### src/design/pa3_fifo.sv
module pa3_fifo #(
	parameter int W     = 8,
	parameter int DEPTH = 4
) (
	input  logic         clk,
	input  logic         arst_n,
	input  logic         push,
	input  logic [W-1:0] wdata,
	output logic         full,
	input  logic         pop,
	output logic         empty,
	output logic [W-1:0] rdata
);
	localparam int PW = (DEPTH > 1) ? $clog2(DEPTH) : 1;
	localparam int CW = $clog2(DEPTH + 1);

	logic [W-1:0]  mem_q [DEPTH];
	logic [PW-1:0] wp_q, rp_q;
	logic [CW-1:0] cnt_q;
	logic          do_push, do_pop;

	assign full    = (cnt_q == CW'(DEPTH));
	assign empty   = (cnt_q == '0);
	assign do_push = push && !full;
	assign do_pop  = pop && !empty;
	assign rdata   = mem_q[rp_q];

	always_ff @(posedge clk) begin
		if (do_push) begin
			mem_q[wp_q] <= wdata;
		end
	end

	always_ff @(posedge clk or negedge arst_n) begin
		if (!arst_n) begin
			wp_q  <= '0;
			rp_q  <= '0;
			cnt_q <= '0;
		end else begin
			if (do_push) begin
				wp_q <= (wp_q == PW'(DEPTH - 1)) ? '0 : wp_q + 1'b1;
			end
			if (do_pop) begin
				rp_q <= (rp_q == PW'(DEPTH - 1)) ? '0 : rp_q + 1'b1;
			end
			if (do_push && !do_pop) begin
				cnt_q <= cnt_q + 1'b1;
			end else if (do_pop && !do_push) begin
				cnt_q <= cnt_q - 1'b1;
			end
		end
	end
endmodule

### config.mk
export PLATFORM = sky130hd
export DESIGN_NAME = pa3_fifo
export DESIGN_NICKNAME = d
export VERILOG_FILES = /design/src/design/pa3_fifo.sv
export SDC_FILE = /design/constraint.sdc
export NUM_CORES = 1
export LEC_CHECK = 0
export BUFFER_PORTS_ARGS = -buffer_cell sky130_fd_sc_hd__buf_4
export CORE_ASPECT_RATIO = 2
export CORE_MARGIN = 8
export CORE_UTILIZATION = 50
export CTS_CLUSTER_SIZE = 8
export DETAILED_ROUTE_END_ITERATION = 10
export GPL_ROUTABILITY_DRIVEN = 0
export PLACE_DENSITY = 0.74
export SLEW_MARGIN = 20
export SYNTH_ARGS = -nofsm -noshare
export SYNTH_HDL_FRONTEND = slang
export SYNTH_SLANG_ARGS = --single-unit
### constraint.sdc
create_clock -name clk -period 1.9 [get_ports clk]
set_input_delay 0.095 -clock clk [delete_from_list [all_inputs] [get_ports clk]]
set_output_delay 0.095 -clock clk [all_outputs]
set_load 0.01 [all_outputs]
==> impl_results.md <==
- Tightest Pin Transition: roughly 420 ps
- Fmax: about 530 MHz
- Synth Register Bits: 39
- Final setup viols: 0
- Main synth FF type: edfxtp_1
- Avg WL per Cell: around 18 um
- Initial antenna violation count: 0
- Status: completed
- Switching pwr: 0.934 mW
- Worst Path Required: ~2100 ps
- Crit start category: flip-flop
- Arrival @ worst endpoint: around 2100 ps
- Routed via count: about 850
- Synth top area cells: edfxtp_1, mux4_2, dfrtp_1
- Seq pwr share: 0.415
- CTS Root Cell: clkbuf_8
- Sw Share: 0.280
- Netlist cell types: 19
- DRC: 0
- Pre-antenna DRT Iters: 4
- Maximum vdd drop: 0.000976 V
- # IOs: 22
- Post-synth EDFFs: 32
- Drt total wl: 2820 um
- Largest net degree at the start of global routing: 13
- Starting Density: 0.519
- GRT Resource Usage Total: 0.113
- DRT antenna net count: 0
- MaxCap Viol Count: 0
- Rel. slew slack: 0.720
- Worst setup margin: 12.8 ps
- Fin. Hold Viols: 0
- Seq/Total Area, Yosys: 0.701
- Max Slew Vio Count: 0
- Layout fillers: 209
- CP Capture Type: flip-flop
- Int Power: roughly 2.4 mW
- Pwr Total: about 3.3 mW
- Setup Skew: ~6.2 ps
- Tcrit/Tclk final: 0.993
- Synthesized instance count: 79
- Worst-Skew Late Latency: ~300 ps
- Post-Syn Area per Cell: slightly above 20 um^2
- Asr flop ratio synth: 0.179
- Core outline area: approximately 3100 um^2
- RSZ-0062 raised after global routing: yes
- Count leader, synth: edfxtp_1
- Minimum hold slack: 15.9 ps
- Lkg Pwr: slightly above 0.8 nW
- Pwr Density: around 1600 nW/um^2
- Worst-path clk slew: 70 ps
- Number of cell rows: 29
- Hold crit path type: primary input to flip-flop
- Port Buf Inserts: 21
- Netlist Area Pre-Place: 1620 um^2
- Avg Vias per Cell: ~5.5
- Clock Tree Buf Depth: 2
- Vias in the first global route: approximately 950
- DIE AREA: between 5000 and 6000 um^2
- Die width: 56.3 um
- Clock Sinks: 39
- Gr ovfl total: 0
- Number of DRC markers in iteration 0: 10
- Comb pwr share: 0.345
- Syn nets: between 90 and 100
- Synth cell count leaders: edfxtp_1, mux4_2, dfrtp_1
- First-pass GRT wire length: 4440 um
- Syn-to-layout area delta: 30.6%
- HPWL Detailed: roughly 2000 um
- Vert. Die Dim: 96.5 um
- Dpl ws: -108 ps
- Share of the synthesized area in the top cell type: 0.593
- Share of cells above drive strength 1: 0.537
- CP Max Fanout: 3
- Synth warn: 0
- Crit Path Class: flip-flop to flip-flop
- Min Tclk post-route: ~1900 ps
- CTS Buf Count: 5
- Clk pwr share: 0.239
- CTS tree: built
- H-tree depth: 2
- Diode count: 0
- Yosys top cell by area: edfxtp_1
- Layout net count: around 140
-- worst max-delay path: stages (launching register included) --
cell and delay [ps]:
dfrtp_2 440, nor3b_4 170, nor2b_2 190, ha_4 170, inv_2 40, fa_2 330
xor2_1 150, nor2_1 130, xor2_1 180
-- final timing paths --
| check | startpoint | endpoint | slack [ps] | cells after the start |
|---|---|---|---|---|
| worst max-delay path | cnt_q[2] | cnt_q[2] | 10 | 8 |
| worst min-delay path | wdata[0] | mem_q[0][0] | 20 | 1 |
| worst max register to register | cnt_q[2] | cnt_q[2] | 10 | 8 |
| worst min register to register | wp_q[1] | wp_q[1] | 580 | 1 |
| max in group asynchronous | arst_n | rp_q[0] | 1620 | 2 |
| min in group asynchronous | arst_n | cnt_q[2] | 150 | 2 |
-- kinds of logic after synthesis --
kind of cell             share of synthesized area
flip-flops                                   0.701
multiplexers                                 0.151
AND/OR/NAND/NOR                             0.0541
adder cells (fa/ha/maj)                     0.0587
buffers and inverters                       0.0193
XOR/XNOR                                    0.0162
-- timing repair --
action / 4_1_cts / 5_1_grt
setup buffers: 7 / 2
hold buffers: 7 / 1
resized for setup: 4 / 0
setup endpoints to repair: 5 / 1
pin swaps: 4 / 2
endpoints found under the hold margin: 27 / 4
-- layer usage --
metal / global-route usage / routed length [um] / vias to the layer above / share of wire
met2: 0.216 / 1650 / 20 / 0.59
li1: - / - / 382 / -
met4: 0.0827 / 87 / 0 / 0.031
met3: 0.0484 / 157 / 7 / 0.056
met1: 0.0846 / 923 / 436 / 0.33
met5: 0 / 0 / - / 0
-- per-stage QoR --
step | instances | util | setup TNS (ps) | area, um^2
3_5_place_dp | 129 | 0.586 | -108 | 1830
3_3_place_gp | 129 | 0.586 | 0 | 1830
5_1_grt | 154 | 0.678 | -74.2 | 2120
4_1_cts | 151 | 0.670 | -2.79 | 2090
6_report | 154 | 0.678 | 0 | 2120
2_1_floorplan | 79 | - | 0 | 1650
-- power by group through the flow --
stage / sequential, mW / clock, mW / combinational (mW)
6_report: 1.38 / 0.798 / 1.15
5_1_grt: 1.43 / 0.836 / 1.26
4_1_cts: 1.40 / 0.811 / 1.14
3_5_place_dp: 1.42 / 0 / 1.03
3_3_place_gp: 1.39 / 0 / 0.974
2_1_floorplan: 1.28 / 0 / 0.762
-- state kept, by name (all words and copies together), names as in the netlist --
| name | cells |
|---|---|
| cnt_q | 3 |
| mem_q | 32 |
| wp_q | 2 |
| rp_q | 2 |
-- cell usage in the layout, fill, tap and decap left out, drive strengths merged --
| master | n |
|---|---|
| and2 | 4 |
| buf | 31 |
| bufinv | 2 |
| clkbuf | 6 |
| dfrtp | 7 |
| dlygate4sd3 | 8 |
| edfxtp | 32 |
| fa | 1 |
| ha | 6 |
| inv | 3 |
| mux2 | 5 |
| mux4 | 8 |
| nand2b | 1 |
| nor2 | 3 |
| nor2b | 1 |
| nor3 | 1 |
| nor3b | 1 |
| xnor2 | 1 |
| xor2 | 2 |
-- area by class of cell --
class / count / area, um^2 / area share
flip-flops and latches: 39 / 1140 / 0.539
multi-input cells: 34 / 479 / 0.226
repair buffers: 39 / 313 / 0.148
clock buffers: 6 / 72.6 / 0.0343
clock inverters: 2 / 60.1 / 0.0284
well taps: 31 / 38.8 / 0.0183
inverters: 3 / 11.3 / 0.00532
Power figures use the tool's default switching activity.
