`src/design/pa3_pkg.sv`:
```
package pa3_pkg;

	localparam int NRM_W  = 16;
	localparam int SUM_W  = 64;
	localparam int AREA_W = 48;
	localparam int QDEPTH = 4;
	// dividend of the scale divide: sqrt result (30 bits) shifted up by 15
	localparam int DIV_W  = 45;

	localparam logic [1:0] AX_X = 2'd0;
	localparam logic [1:0] AX_Y = 2'd1;
	localparam logic [1:0] AX_Z = 2'd2;

	typedef logic signed [NRM_W-1:0] nrm_t;

	typedef struct packed {
		nrm_t [2:0] nrm;
		logic [1:0] axis;
		logic       few;
	} pinfo_t;

	typedef struct packed {
		logic [SUM_W-1:0] sum;
		pinfo_t           info;
	} job_t;

	typedef struct packed {
		logic [AREA_W-1:0] area;
		logic              degen;
		logic              sat;
	} res_t;

	function automatic logic [NRM_W-1:0] nrm_abs(input nrm_t n);
		nrm_abs = n[NRM_W-1] ? NRM_W'(-n) : NRM_W'(n);
	endfunction

	function automatic nrm_t nrm_pick(input pinfo_t info);
		case (info.axis)
			AX_X:    nrm_pick = info.nrm[0];
			AX_Y:    nrm_pick = info.nrm[1];
			default: nrm_pick = info.nrm[2];
		endcase
	endfunction

endpackage

```
`src/design/pa3_back.sv`:
```
module pa3_back import pa3_pkg::*; #(
	parameter int COORD_BITS = 24
) (
	input  logic                    clk,
	input  logic                    arst_n,
	input  logic                    pop_valid,
	output logic                    pop_ready,
	input  logic [4*COORD_BITS-1:0] pop_edge,
	input  logic                    pop_fin,
	input  pinfo_t                  pop_info,
	input  logic                    fin_busy,
	output logic                    job_start,
	output job_t                    job
);
	localparam int CB = COORD_BITS;

	logic                    v_s1, fin_s1, v_s2, fin_s2;
	logic [4*CB-1:0]         edge_s1;
	pinfo_t                  info_s1, info_s2;
	logic signed [SUM_W-1:0] p_s2, q_s2;
	logic [SUM_W-1:0]        sum_q, total;
	logic signed [CB-1:0]    au, av, bu, bv;
	logic                    take;

	assign au = edge_s1[CB-1:0];
	assign av = edge_s1[2*CB-1:CB];
	assign bu = edge_s1[3*CB-1:2*CB];
	assign bv = edge_s1[4*CB-1:3*CB];

	// hold off while a closing edge is in flight or the finisher is busy
	assign pop_ready = !(v_s1 && fin_s1) && !(v_s2 && fin_s2) && !fin_busy;
	assign take      = pop_valid && pop_ready;

	assign total     = sum_q + SUM_W'(p_s2) - SUM_W'(q_s2);
	assign job_start = v_s2 && fin_s2;
	assign job       = '{sum: total, info: info_s2};

	always_ff @(posedge clk) begin
		if (take) begin
			edge_s1 <= pop_edge;
			info_s1 <= pop_info;
			fin_s1  <= pop_fin;
		end
		if (v_s1) begin
			p_s2    <= SUM_W'(au * bv);
			q_s2    <= SUM_W'(bu * av);
			info_s2 <= info_s1;
			fin_s2  <= fin_s1;
		end
	end

	always_ff @(posedge clk or negedge arst_n) begin
		if (!arst_n) begin
			v_s1  <= 1'b0;
			v_s2  <= 1'b0;
			sum_q <= '0;
		end else begin
			v_s1 <= take;
			v_s2 <= v_s1;
			if (v_s2) begin
				sum_q <= fin_s2 ? '0 : total;
			end
		end
	end
endmodule

```
`config.mk`:
```
export PLATFORM = sky130hd
export DESIGN_NAME = pa3_back
export DESIGN_NICKNAME = d
export VERILOG_FILES = /design/src/design/pa3_pkg.sv /design/src/design/pa3_back.sv
export SDC_FILE = /design/constraint.sdc
export NUM_CORES = 2
export LEC_CHECK = 0
export ABC_AREA = 1
export BUFFER_PORTS_ARGS = -buffer_cell sky130_fd_sc_hd__buf_2
export CAP_MARGIN = 15
export CELL_PAD_IN_SITES_DETAIL_PLACEMENT = 1
export CELL_PAD_IN_SITES_GLOBAL_PLACEMENT = 1
export CORE_MARGIN = 2
export CORE_UTILIZATION = 53
export DETAILED_ROUTE_END_ITERATION = 16
export PLACE_DENSITY = 0.94
export SLEW_MARGIN = 30
export SYNTH_ARGS = -nofsm -noshare
export SYNTH_HDL_FRONTEND = slang
export SYNTH_SLANG_ARGS = --single-unit
```
`constraint.sdc`:
```
create_clock -name clk -period 19.3 [get_ports clk]
set_clock_uncertainty 0.05 [all_clocks]
set_input_delay 2.895 -clock clk [delete_from_list [all_inputs] [get_ports clk]]
set_output_delay 2.895 -clock clk [all_outputs]
set_load 0.02 [all_outputs]
```
==> metrics.yaml <==
status: "finished clean"
final_cell_mix: "sky130_fd_sc_hd__inv_1 (2409), sky130_fd_sc_hd__nand2_1 (2077), sky130_fd_sc_hd__fa_1 (1277)"
die_x_um: 351
setup.worst_path.class: "reg -> reg"
sink_count: 362
floorplan.rows: 127
post_synth.cell_area_avg_um2: 8.22
n_fill_cell: 14623
portBuffers: 268
final_common_cell: "sky130_fd_sc_hd__inv_1"
worst-endpoint-required_ns: 19.63
via_count: 56945
cp-startpoint: "edge_s1[66]$_DFFE_PP_"
wl_um: 272000
async_flop_share: 0.182
cap_viol_max_count: 0
hp-class: "reg -> reg"
drtIter0Drc: 6119
achievable-frequency_mhz: 114
cp.arrival_ns: 9.09
setup_failing_eps_final: 0
cts-root-buf: "sky130_fd_sc_hd__clkbuf_16"
final_min_period_over_clock_period: 0.454
timing_max_transition_violations_final: 0
gp_routability_congestion: 0.983
cts.path.max_buffers: 3
critical_path.reg2reg.startpoint: "edge_s1[66]$_DFFE_PP_"
dieArea_mm2: 0.123
grt_overflow: 0
start_kind: "flip-flop"
grt_pass1_wl_um: 394000
drt_first_pass_iters: 6
worstSkewPairLatency_ns: 0.68
cts.htree.levels: 2
maxSlewHeadroom: 0.283
syn_nets: 9530
initial_utilization: 0.533
yosys_most_used_dff: "sky130_fd_sc_hd__edfxtp_1"
cp-end-kind: "flip-flop"
globalRouteTotalUtil: 0.436
min_period_ns: 8.76
postCtsSetupRepairBufs: 0
die_y_um: 351
ctsHoldBuffers: 0
layout_cells_sized_above_1: 0.0651
number_of_antenna_violations_at_the_first_check_in_global_routing: 17
grt_max_degree: 68
cts_tree: "yes"
clk_pin_slew_ns: 0.06
grt_pass1_vias: 64956
yosys_register_bits: 362
synth_cell_area_mm2: 0.0639
fp.coreArea_mm2: 0.120
wl_per_cell_um: 28.2
post_synth_cell_types: 46
final_net_count: 9745
hpwl_um: 205000
final_core_utilization: 0.578
synthToLayoutAreaGrowth_pct: 8.42
cts_inserted_buffers: 50
yosysWarnings: 0
finalHoldViolCount: 0
routed_via_density: 5.91
synth_sequential_area_ratio: 0.165
num_io_pins: 269
syn_inst: 7768
antenna_violating_nets_remaining: 0
holdCritStartpoint: "info_s1[49]$_DFFE_PP_"
tns_ns: 0
crit_fanout: 13
grt_setup_unrepaired: "no"
post_synth_edffs: 296
worst_pin_slew_ns: 1.08
remaining_drcs: 0
postCtsResizedCells: 0
[Yosys cell counts (2+ instances only)]
cell                       instances  area [um2]
sky130_fd_sc_hd__inv_1          2411        9050
sky130_fd_sc_hd__nand2_1        2077        7800
sky130_fd_sc_hd__fa_1           1277       25600
sky130_fd_sc_hd__ha_1            333        4170
sky130_fd_sc_hd__nor2_1          309        1160
sky130_fd_sc_hd__edfxtp_1        296        8890
sky130_fd_sc_hd__clkbuf_1        198         743
sky130_fd_sc_hd__a21oi_1         166         831
sky130_fd_sc_hd__nand3_1         160         801
sky130_fd_sc_hd__o21ai_0         100         500
sky130_fd_sc_hd__xor2_1           73         639
sky130_fd_sc_hd__dfrtp_1          66        1650
sky130_fd_sc_hd__xnor2_1          43         377
sky130_fd_sc_hd__and2_1           37         231
sky130_fd_sc_hd__nand4_1          27         169
sky130_fd_sc_hd__nor3_1           26         130
sky130_fd_sc_hd__o21bai_1         21         158
sky130_fd_sc_hd__or2_2            15        93.8
sky130_fd_sc_hd__and3_1           12        75.1
sky130_fd_sc_hd__nand2_2          12        75.1
sky130_fd_sc_hd__nor2_2           11        68.8
sky130_fd_sc_hd__a21o_1           10        75.1
sky130_fd_sc_hd__nor4_1            9        56.3
sky130_fd_sc_hd__inv_2             8        30.0
sky130_fd_sc_hd__o22ai_1           8        50.1
sky130_fd_sc_hd__a31oi_1           7        43.8
sky130_fd_sc_hd__nand3b_1          7        52.6
sky130_fd_sc_hd__nor3_2            7        70.1
sky130_fd_sc_hd__o21ai_1           7        35.0
sky130_fd_sc_hd__a21boi_0          5        37.5
sky130_fd_sc_hd__nor2_4            5        56.3
sky130_fd_sc_hd__o21a_1            5        37.5
sky130_fd_sc_hd__buf_1             4        15.0
sky130_fd_sc_hd__o211ai_1          3        22.5
sky130_fd_sc_hd__xor2_2            2        32.5
[worst max-delay path, cell delays in order, from the launching register on]
cell and delay, ns:
sky130_fd_sc_hd__edfxtp_1 0.74, sky130_fd_sc_hd__buf_8 0.26, sky130_fd_sc_hd__nand2_1 0.35, sky130_fd_sc_hd__fa_1 0.89, sky130_fd_sc_hd__inv_1 0.15, sky130_fd_sc_hd__fa_1 0.56
sky130_fd_sc_hd__inv_1 0.19, sky130_fd_sc_hd__fa_1 0.55, sky130_fd_sc_hd__fa_1 0.59, sky130_fd_sc_hd__inv_1 0.07, sky130_fd_sc_hd__fa_1 0.60, sky130_fd_sc_hd__fa_1 0.92
sky130_fd_sc_hd__inv_1 0.13, sky130_fd_sc_hd__fa_1 0.50, sky130_fd_sc_hd__inv_1 0.04, sky130_fd_sc_hd__ha_1 0.36, sky130_fd_sc_hd__nand2_1 0.13, sky130_fd_sc_hd__nor2_1 0.21
sky130_fd_sc_hd__nand2_1 0.13, sky130_fd_sc_hd__o21ai_0 0.28, sky130_fd_sc_hd__a21oi_1 0.13, sky130_fd_sc_hd__xnor2_1 0.60
[state kept, by name, summed over array words and instances, names as in the netlist]
name     count
edge_s1     96
sum_q       64
info_s1     51
job         51
p_s2        48
q_s2        48
fin_s1       1
fin_s2       1
v_s1         1
v_s2         1
[cell families after synthesis]
logic type / Yosys count / share of synthesized area
flip-flops: 362 / 0.165
XOR/XNOR: 118 / 0.0164
buffers and inverters: 2624 / 0.154
AND/OR/NAND/NOR: 2718 / 0.170
adder cells (fa/ha/maj): 1610 / 0.465
AO/OA/AOI/OAI: 336 / 0.0286
[through the flow]
step                worst slack [ns]  cells  hold slack (ns)  instance area (um2)
floorplan                      11.70   7768            0.350                63900
global placement               11.43   9497            0.351                66900
detailed placement             11.09   9518            0.356                67200
CTS                            11.03   9611            0.368                68900
global route                   10.40   9636            0.375                69200
finish                         10.54   9643            0.366                69300
[metal layers]
metal	part of all wire	vias up	global-route usage
li1	-	22536	-
met1	0.32	28189	0.477
met2	0.46	4345	0.703
met3	0.12	1855	0.144
met4	0.10	20	0.335
met5	0.00060	-	0.00157
[final cells by class]
type                       count  area (um2)  share of cell area
clock buffer                  54        1290              0.0186
inverter                    2419        9080               0.131
multi-input combinational   4782       43500               0.628
clock inverter                39         443             0.00640
timing repair buffer         368        2390              0.0345
tap                         1612        2020              0.0291
antenna                        7        17.5            0.000253
sequential                   362       10500               0.152
[final timing paths]
check                                        end  slack, ns  cells after the start
min                            job[49]$_DFFE_PP_       0.37                      0
min in group asynchronous   sum_q[7]$_DFFE_PN0P_       2.17                      2
max                           q_s2[27]$_DFFE_PP_      10.54                     21
max in group asynchronous  sum_q[27]$_DFFE_PN0P_      16.43                      3
min reg2reg                    job[49]$_DFFE_PP_       0.37                      0
max reg2reg                   q_s2[27]$_DFFE_PP_      10.54                     21
Power is left out: the tool's default activity adds up to more than one toggle a clock period on the data nets, which glitch-free logic cannot reach.
