**src/design/pa3_pkg.sv**
```systemverilog
package pa3_pkg;

	localparam int NRM_W  = 16;
	localparam int SUM_W  = 64;
	localparam int AREA_W = 48;
	localparam int QDEPTH = 4;
	// dividend of the scale divide: sqrt result (30 bits) shifted up by 15
	localparam int DIV_W  = 45;

	localparam logic [1:0] AX_X = 2'd0;
	localparam logic [1:0] AX_Y = 2'd1;
	localparam logic [1:0] AX_Z = 2'd2;

	typedef logic signed [NRM_W-1:0] nrm_t;

	typedef struct packed {
		nrm_t [2:0] nrm;
		logic [1:0] axis;
		logic       few;
	} pinfo_t;

	typedef struct packed {
		logic [SUM_W-1:0] sum;
		pinfo_t           info;
	} job_t;

	typedef struct packed {
		logic [AREA_W-1:0] area;
		logic              degen;
		logic              sat;
	} res_t;

	function automatic logic [NRM_W-1:0] nrm_abs(input nrm_t n);
		nrm_abs = n[NRM_W-1] ? NRM_W'(-n) : NRM_W'(n);
	endfunction

	function automatic nrm_t nrm_pick(input pinfo_t info);
		case (info.axis)
			AX_X:    nrm_pick = info.nrm[0];
			AX_Y:    nrm_pick = info.nrm[1];
			default: nrm_pick = info.nrm[2];
		endcase
	endfunction

endpackage

```
**src/design/pa3_front.sv**
```systemverilog
module pa3_front import pa3_pkg::*; #(
	parameter int MAX_VERTICES = 256,
	parameter int COORD_BITS   = 24
) (
	input  logic                      clk,
	input  logic                      arst_n,
	input  logic                      s_tvalid,
	output logic                      s_tready,
	input  logic [119:0]              s_tdata,
	input  logic                      s_tlast,
	output logic                      push_valid,
	input  logic                      push_ready,
	output logic [4*COORD_BITS-1:0]   push_edge,
	output logic                      push_fin,
	output pinfo_t                    push_info
);
	localparam int CW = $clog2(MAX_VERTICES + 1);
	localparam int FW = (COORD_BITS > 24) ? COORD_BITS : 24;
	localparam int PJ = 2 * COORD_BITS;

	typedef logic [2:0][COORD_BITS-1:0] vtx_t;

	// projection onto the two kept axes, u in the low half
	function automatic logic [PJ-1:0] proj(input vtx_t p, input logic [1:0] ax);
		case (ax)
			AX_X:    proj = {p[2], p[1]};
			AX_Y:    proj = {p[0], p[2]};
			default: proj = {p[1], p[0]};
		endcase
	endfunction

	function automatic logic [1:0] drop_axis(input nrm_t [2:0] n);
		logic [NRM_W-1:0] ax, ay, az;
		ax = nrm_abs(n[0]);
		ay = nrm_abs(n[1]);
		az = nrm_abs(n[2]);
		if (ax > ay) begin
			drop_axis = (ax > az) ? AX_X : AX_Z;
		end else begin
			drop_axis = (ay > az) ? AX_Y : AX_Z;
		end
	endfunction

	logic [CW-1:0]   cnt_q, cnt_n;
	vtx_t            start_q, prev_q, cur, start_n;
	nrm_t [2:0]      nrm_q, nrm_in, nrm_n;
	logic [1:0]      axis_q, axis_n;
	logic            hv_q, need_a_q, need_b_q;
	logic [4*COORD_BITS-1:0] ea_q, eb_q;
	pinfo_t          info_q;
	logic            first, acc, push_ok;
	logic [FW-1:0]   fe;

	always_comb begin
		for (int i = 0; i < 3; i++) begin
			fe        = FW'(s_tdata[i*24 +: 24]);
			cur[i]    = fe[COORD_BITS-1:0];
			nrm_in[i] = s_tdata[72 + i*16 +: 16];
		end
	end

	assign first   = (cnt_q == '0);
	assign nrm_n   = first ? nrm_in : nrm_q;
	assign axis_n  = first ? drop_axis(nrm_in) : axis_q;
	assign start_n = first ? cur : start_q;
	assign cnt_n   = (cnt_q == CW'(MAX_VERTICES)) ? cnt_q : cnt_q + 1'b1;

	assign s_tready   = !hv_q;
	assign acc        = s_tvalid && s_tready;
	assign push_valid = hv_q;
	assign push_ok    = push_valid && push_ready;
	assign push_edge  = need_a_q ? ea_q : eb_q;
	assign push_fin   = !need_a_q;
	assign push_info  = info_q;

	always_ff @(posedge clk) begin
		if (acc) begin
			prev_q  <= cur;
			start_q <= start_n;
			nrm_q   <= nrm_n;
			axis_q  <= axis_n;
			ea_q    <= {proj(cur, axis_q), proj(prev_q, axis_q)};
			eb_q    <= {proj(start_n, axis_n), proj(cur, axis_n)};
			info_q  <= '{nrm: nrm_n, axis: axis_n, few: (cnt_n < CW'(3))};
		end
	end

	always_ff @(posedge clk or negedge arst_n) begin
		if (!arst_n) begin
			cnt_q    <= '0;
			hv_q     <= 1'b0;
			need_a_q <= 1'b0;
			need_b_q <= 1'b0;
		end else begin
			if (acc) begin
				cnt_q    <= s_tlast ? '0 : cnt_n;
				hv_q     <= !first || s_tlast;
				need_a_q <= !first;
				need_b_q <= s_tlast;
			end else if (push_ok) begin
				if (need_a_q) begin
					need_a_q <= 1'b0;
					hv_q     <= need_b_q;
				end else begin
					need_b_q <= 1'b0;
					hv_q     <= 1'b0;
				end
			end
		end
	end
endmodule

```
**config.mk**
```make
export PLATFORM = sky130hd
export DESIGN_NAME = pa3_front
export DESIGN_NICKNAME = d
export VERILOG_FILES = /design/src/design/pa3_pkg.sv /design/src/design/pa3_front.sv
export SDC_FILE = /design/constraint.sdc
export NUM_CORES = 1
export LEC_CHECK = 0
export BUFFER_PORTS_ARGS = -buffer_cell sky130_fd_sc_hd__buf_4
export CORE_MARGIN = 2
export CORE_UTILIZATION = 39
export DETAILED_ROUTE_END_ITERATION = 7
export SETUP_SLACK_MARGIN = 0.05
export SYNTH_ARGS = -nofsm -noshare
export SYNTH_HDL_FRONTEND = slang
export SYNTH_SLANG_ARGS = --single-unit
```
**constraint.sdc**
```tcl
create_clock -name clk -period 11.7 [get_ports clk]
set_input_delay 2.34 -clock clk [delete_from_list [all_inputs] [get_ports clk]]
set_output_delay 2.34 -clock clk [all_outputs]
set_load 0.1 [all_outputs]
```
==> summary.md <==
| Metric | Value |
|---|---|
| CP Capture Type | `register` |
| GRT met2 Usage | `31.4%` |
| FILL cells | `4823` |
| # IOs | `275` |
| Post-route ant nets | `0` |
| P&R area growth vs syn | `19.5%` |
| Async set or reset register ratio after synthesis | `3.01%` |
| Core Util, Final | `46.9%` |
| Crit path buffers/inverters | `3` |
| Least-Margin Pin Slew | `1.14 ns` |
| Hold crit path type | `register to register` |
| Crit path kind | `primary input to register` |
| Most used flip-flop cell after synthesis | `edfxtp_1` |
| DP HPWL | `37400 um` |
| Hold Crit Depth | `2` |
| CORE AREA | `53600 um^2` |
| Synthesized flop and latch total | `399` |
| Worst R2R Setup Slack | `7.17 ns` |
| Root Driver | `clkbuf_16` |
| Die height | `236 um` |
| Post-synth top cells | `edfxtp_1 (387), nand2_1 (234), mux2_2 (173)` |
| Setup TNS Final | `0 ns` |
| Starting DRT DRC Count | `1013` |
| Total track usage | `19.2%` |
| Busiest grt layer | `met2` |
| Row cnt | `85` |
| Setup crit start kind | `primary input` |
| Crit-path leading delay family | `buffers and inverters` |
| GR Layer Usage met1 | `26.6%` |
| WHS Endpoint | `ea_q[40]` |
| Met3 Track Usage GR | `3.74%` |
| TritonRoute pass-1 iters | `5` |
| Setup WS pre-CTS | `3.66 ns` |
| Layout cells sized above 1 | `28.3%` |
| R2r worst-path depth | `10` |
| Aggregate global routing overflow | `0` |
| Final worst setup slack | `4.29 ns` |
| Post-Synthesis Net Count | `1891` |
| CTS Buffer Depth | `3` |
| Mapped Cells | `1717` |
| Critical path's largest stage delay | `1.04 ns` |
| DR vias | `14452` |
| Fmax | `0.135 GHz` |
| Max-cap viol count | `0` |
| CP cell instances | `buf_4 > nor4_1 > nand4b_1 > o31ai_1 > xor2_1 > ha_1 > a21oi_1 > nor2b_1 > o21ai_0 > nand2_1 > a21o_1 > o311ai_4 > buf_4 > nand2_4 > inv_2 > a221oi_1` |
| Vias in the first global route | `13918` |
| Crit share post-route | `63.3%` |
| CTS tree | `yes` |
| Crit Path Max Fanout | `50` |
| Status | `finished, final reports clean` |
| Port Buffer Count | `274` |
| Reg clk slew, reported paths | `0.06 ns` |
| Setup violations, final | `0` |
| Most frequent cell after synthesis | `edfxtp_1` |
| Clock Latency Late Sink | `0.59 ns` |
| Initial Util | `39.3%` |
| Hold buffer count at cts | `0` |
| Initial antenna violation count | `0` |
| Via density | `5.37` |
| Yosys cell types | `60` |
| WP data required | `11.94 ns` |
| Synth top area cells | `edfxtp_1 (55%), mux2_2 (9.3%), mux2i_1 (8.0%), nand2_1 (4.2%), o21ai_0 (3.1%)` |
| Layout Skew | `0.0418 ns` |
| Final count of hold timing violations | `0` |
| WHS | `0.552 ns` |
| Proportion of netlist area held by the largest area contributor | `55.2%` |
| RSZ-0062 raised after global routing | `no` |
| First-pass GRT wire length | `83200 um` |
| Mean Syn Cell Area | `12.3 um^2` |
| Rel. slew slack | `24.1%` |
| Max Slew Vio Count | `0` |
| Num CTS Buffers | `45` |
| Die footprint | `55800 um^2` |
| Leading area contributor after synthesis | `edfxtp_1` |
| Min cycle time layout | `7.41 ns` |
| FF-to-FF End | `eb_q[80]` |
| Post-CTS setup buffers | `0` |
| Hold Path Origin | `prev_q[40]` |
| Most common cell on crit path | `buf_4` |
| Syn. warnings | `0` |
| Routed wire per std cell | `20.5 um` |
| Post-synth EDFFs | `387` |
| Register area share after synthesis | `56.7%` |
| Htree depth | `2` |
| Antenna diodes | `0` |
| DRC | `0` |
| # clock sinks | `399` |
| Routability cong. | `0.805` |
| Die W | `236 um` |
| Largest net degree at the start of global routing | `155` |
| Worst R2R Start | `cnt_q[6]` |
| Critical path arrival | `7.65 ns` |
| Cell Area, Synth | `21000 um^2` |
| Layout Nets | `2134` |
| Post-CTS sizing | `0` |
| Routed WL | `55300 um` |
| Slowest CP cell | `inv_2` |
worst max path at each step:
stage,startpoint,end,slack [ns],cells past startpoint
finish,s_tdata[113],eb_q[80],4.29,16
CTS,s_tdata[113],eb_q[80],4.27,16
global placement,s_tdata[113],eb_q[80],3.76,16
global route,s_tdata[113],eb_q[80],4.00,16
floorplan,s_tvalid,cnt_q[1],0.95,4
detailed placement,s_tdata[113],eb_q[80],3.66,16
metrics by stage:
step           cells  instance area (um^2)
6_report        2692                 25200
5_1_grt         2692                 25200
4_1_cts         2692                 25200
3_5_place_dp    2609                 23700
3_3_place_gp    2609                 23700
2_1_floorplan   1717                 21000
per-layer routing:
metal / up-vias / share of wire [%]
li1: 6808 / -
met1: 7185 / 45
met2: 398 / 47
met3: 61 / 6.0
met4: 0 / 1.6
met5: - / 0
final cells by class:
type	count	area, um^2	share of cell area (%)
Clock buffer	56	1170	4.64
Clock inverter	27	244	0.970
Inverter	104	398	1.58
Multi-Input combinational cell	1122	8380	33.3
Sequential cell	399	11900	47.4
Tap cell	696	871	3.46
Timing Repair Buffer	288	2170	8.64
worst register-to-register path, cell delays in order, from the launching register on:
cell and delay (ns):
dfrtp_1 0.45, nor4_1 0.33, nand3_1 0.18, nor2_2 0.14, nor2_1 0.11, a211o_1 0.33, o32ai_4 0.21, buf_4 0.57
nand2_4 0.60, inv_2 1.04, a221oi_1 0.23
registers in the layout (all words and copies together) (netlist names):
| signal | flops |
|---|---|
| ea_q | 96 |
| eb_q | 96 |
| prev_q | 72 |
| start_q | 72 |
| push_info | 51 |
| cnt_q | 9 |
| need_a_q | 1 |
| need_b_q | 1 |
| push_valid | 1 |
cell families (layout without fill, tap and decap cells):
| family | Yosys count | count (layout) | share of synthesized area [%] |
|---|---|---|---|
| flops | 399 | 399 | 56.7 |
| simple gates | 374 | 374 | 7.75 |
| mux | 361 | 361 | 18.7 |
| compound gates | 295 | 295 | 8.55 |
| buf+inv | 196 | 475 | 3.66 |
| fa+ha+maj | 50 | 50 | 2.96 |
| xor+xnor | 42 | 42 | 1.75 |
placed cells by master, fill, tap and decap left out, types with 8 or more instances in the layout:
cell type and instances:
xor2_1 19, ha_1 49, edfxtp_1 387, mux2_2 173, dfrtp_1 11, and3_1 8
o21ai_0 129, nor2_1 59, o31ai_1 14, nand4_1 9, a21oi_1 64, clkinv_1 13
clkbuf_16 45, mux2_4 20, xnor2_1 23, nor2b_1 11, buf_4 287, nand2_1 232
inv_1 102, a211oi_1 49, clkbuf_1 11, mux2i_1 168
Power is not shown: default switching activity piles up to over one toggle a cycle in this logic, so the estimate is an artifact.
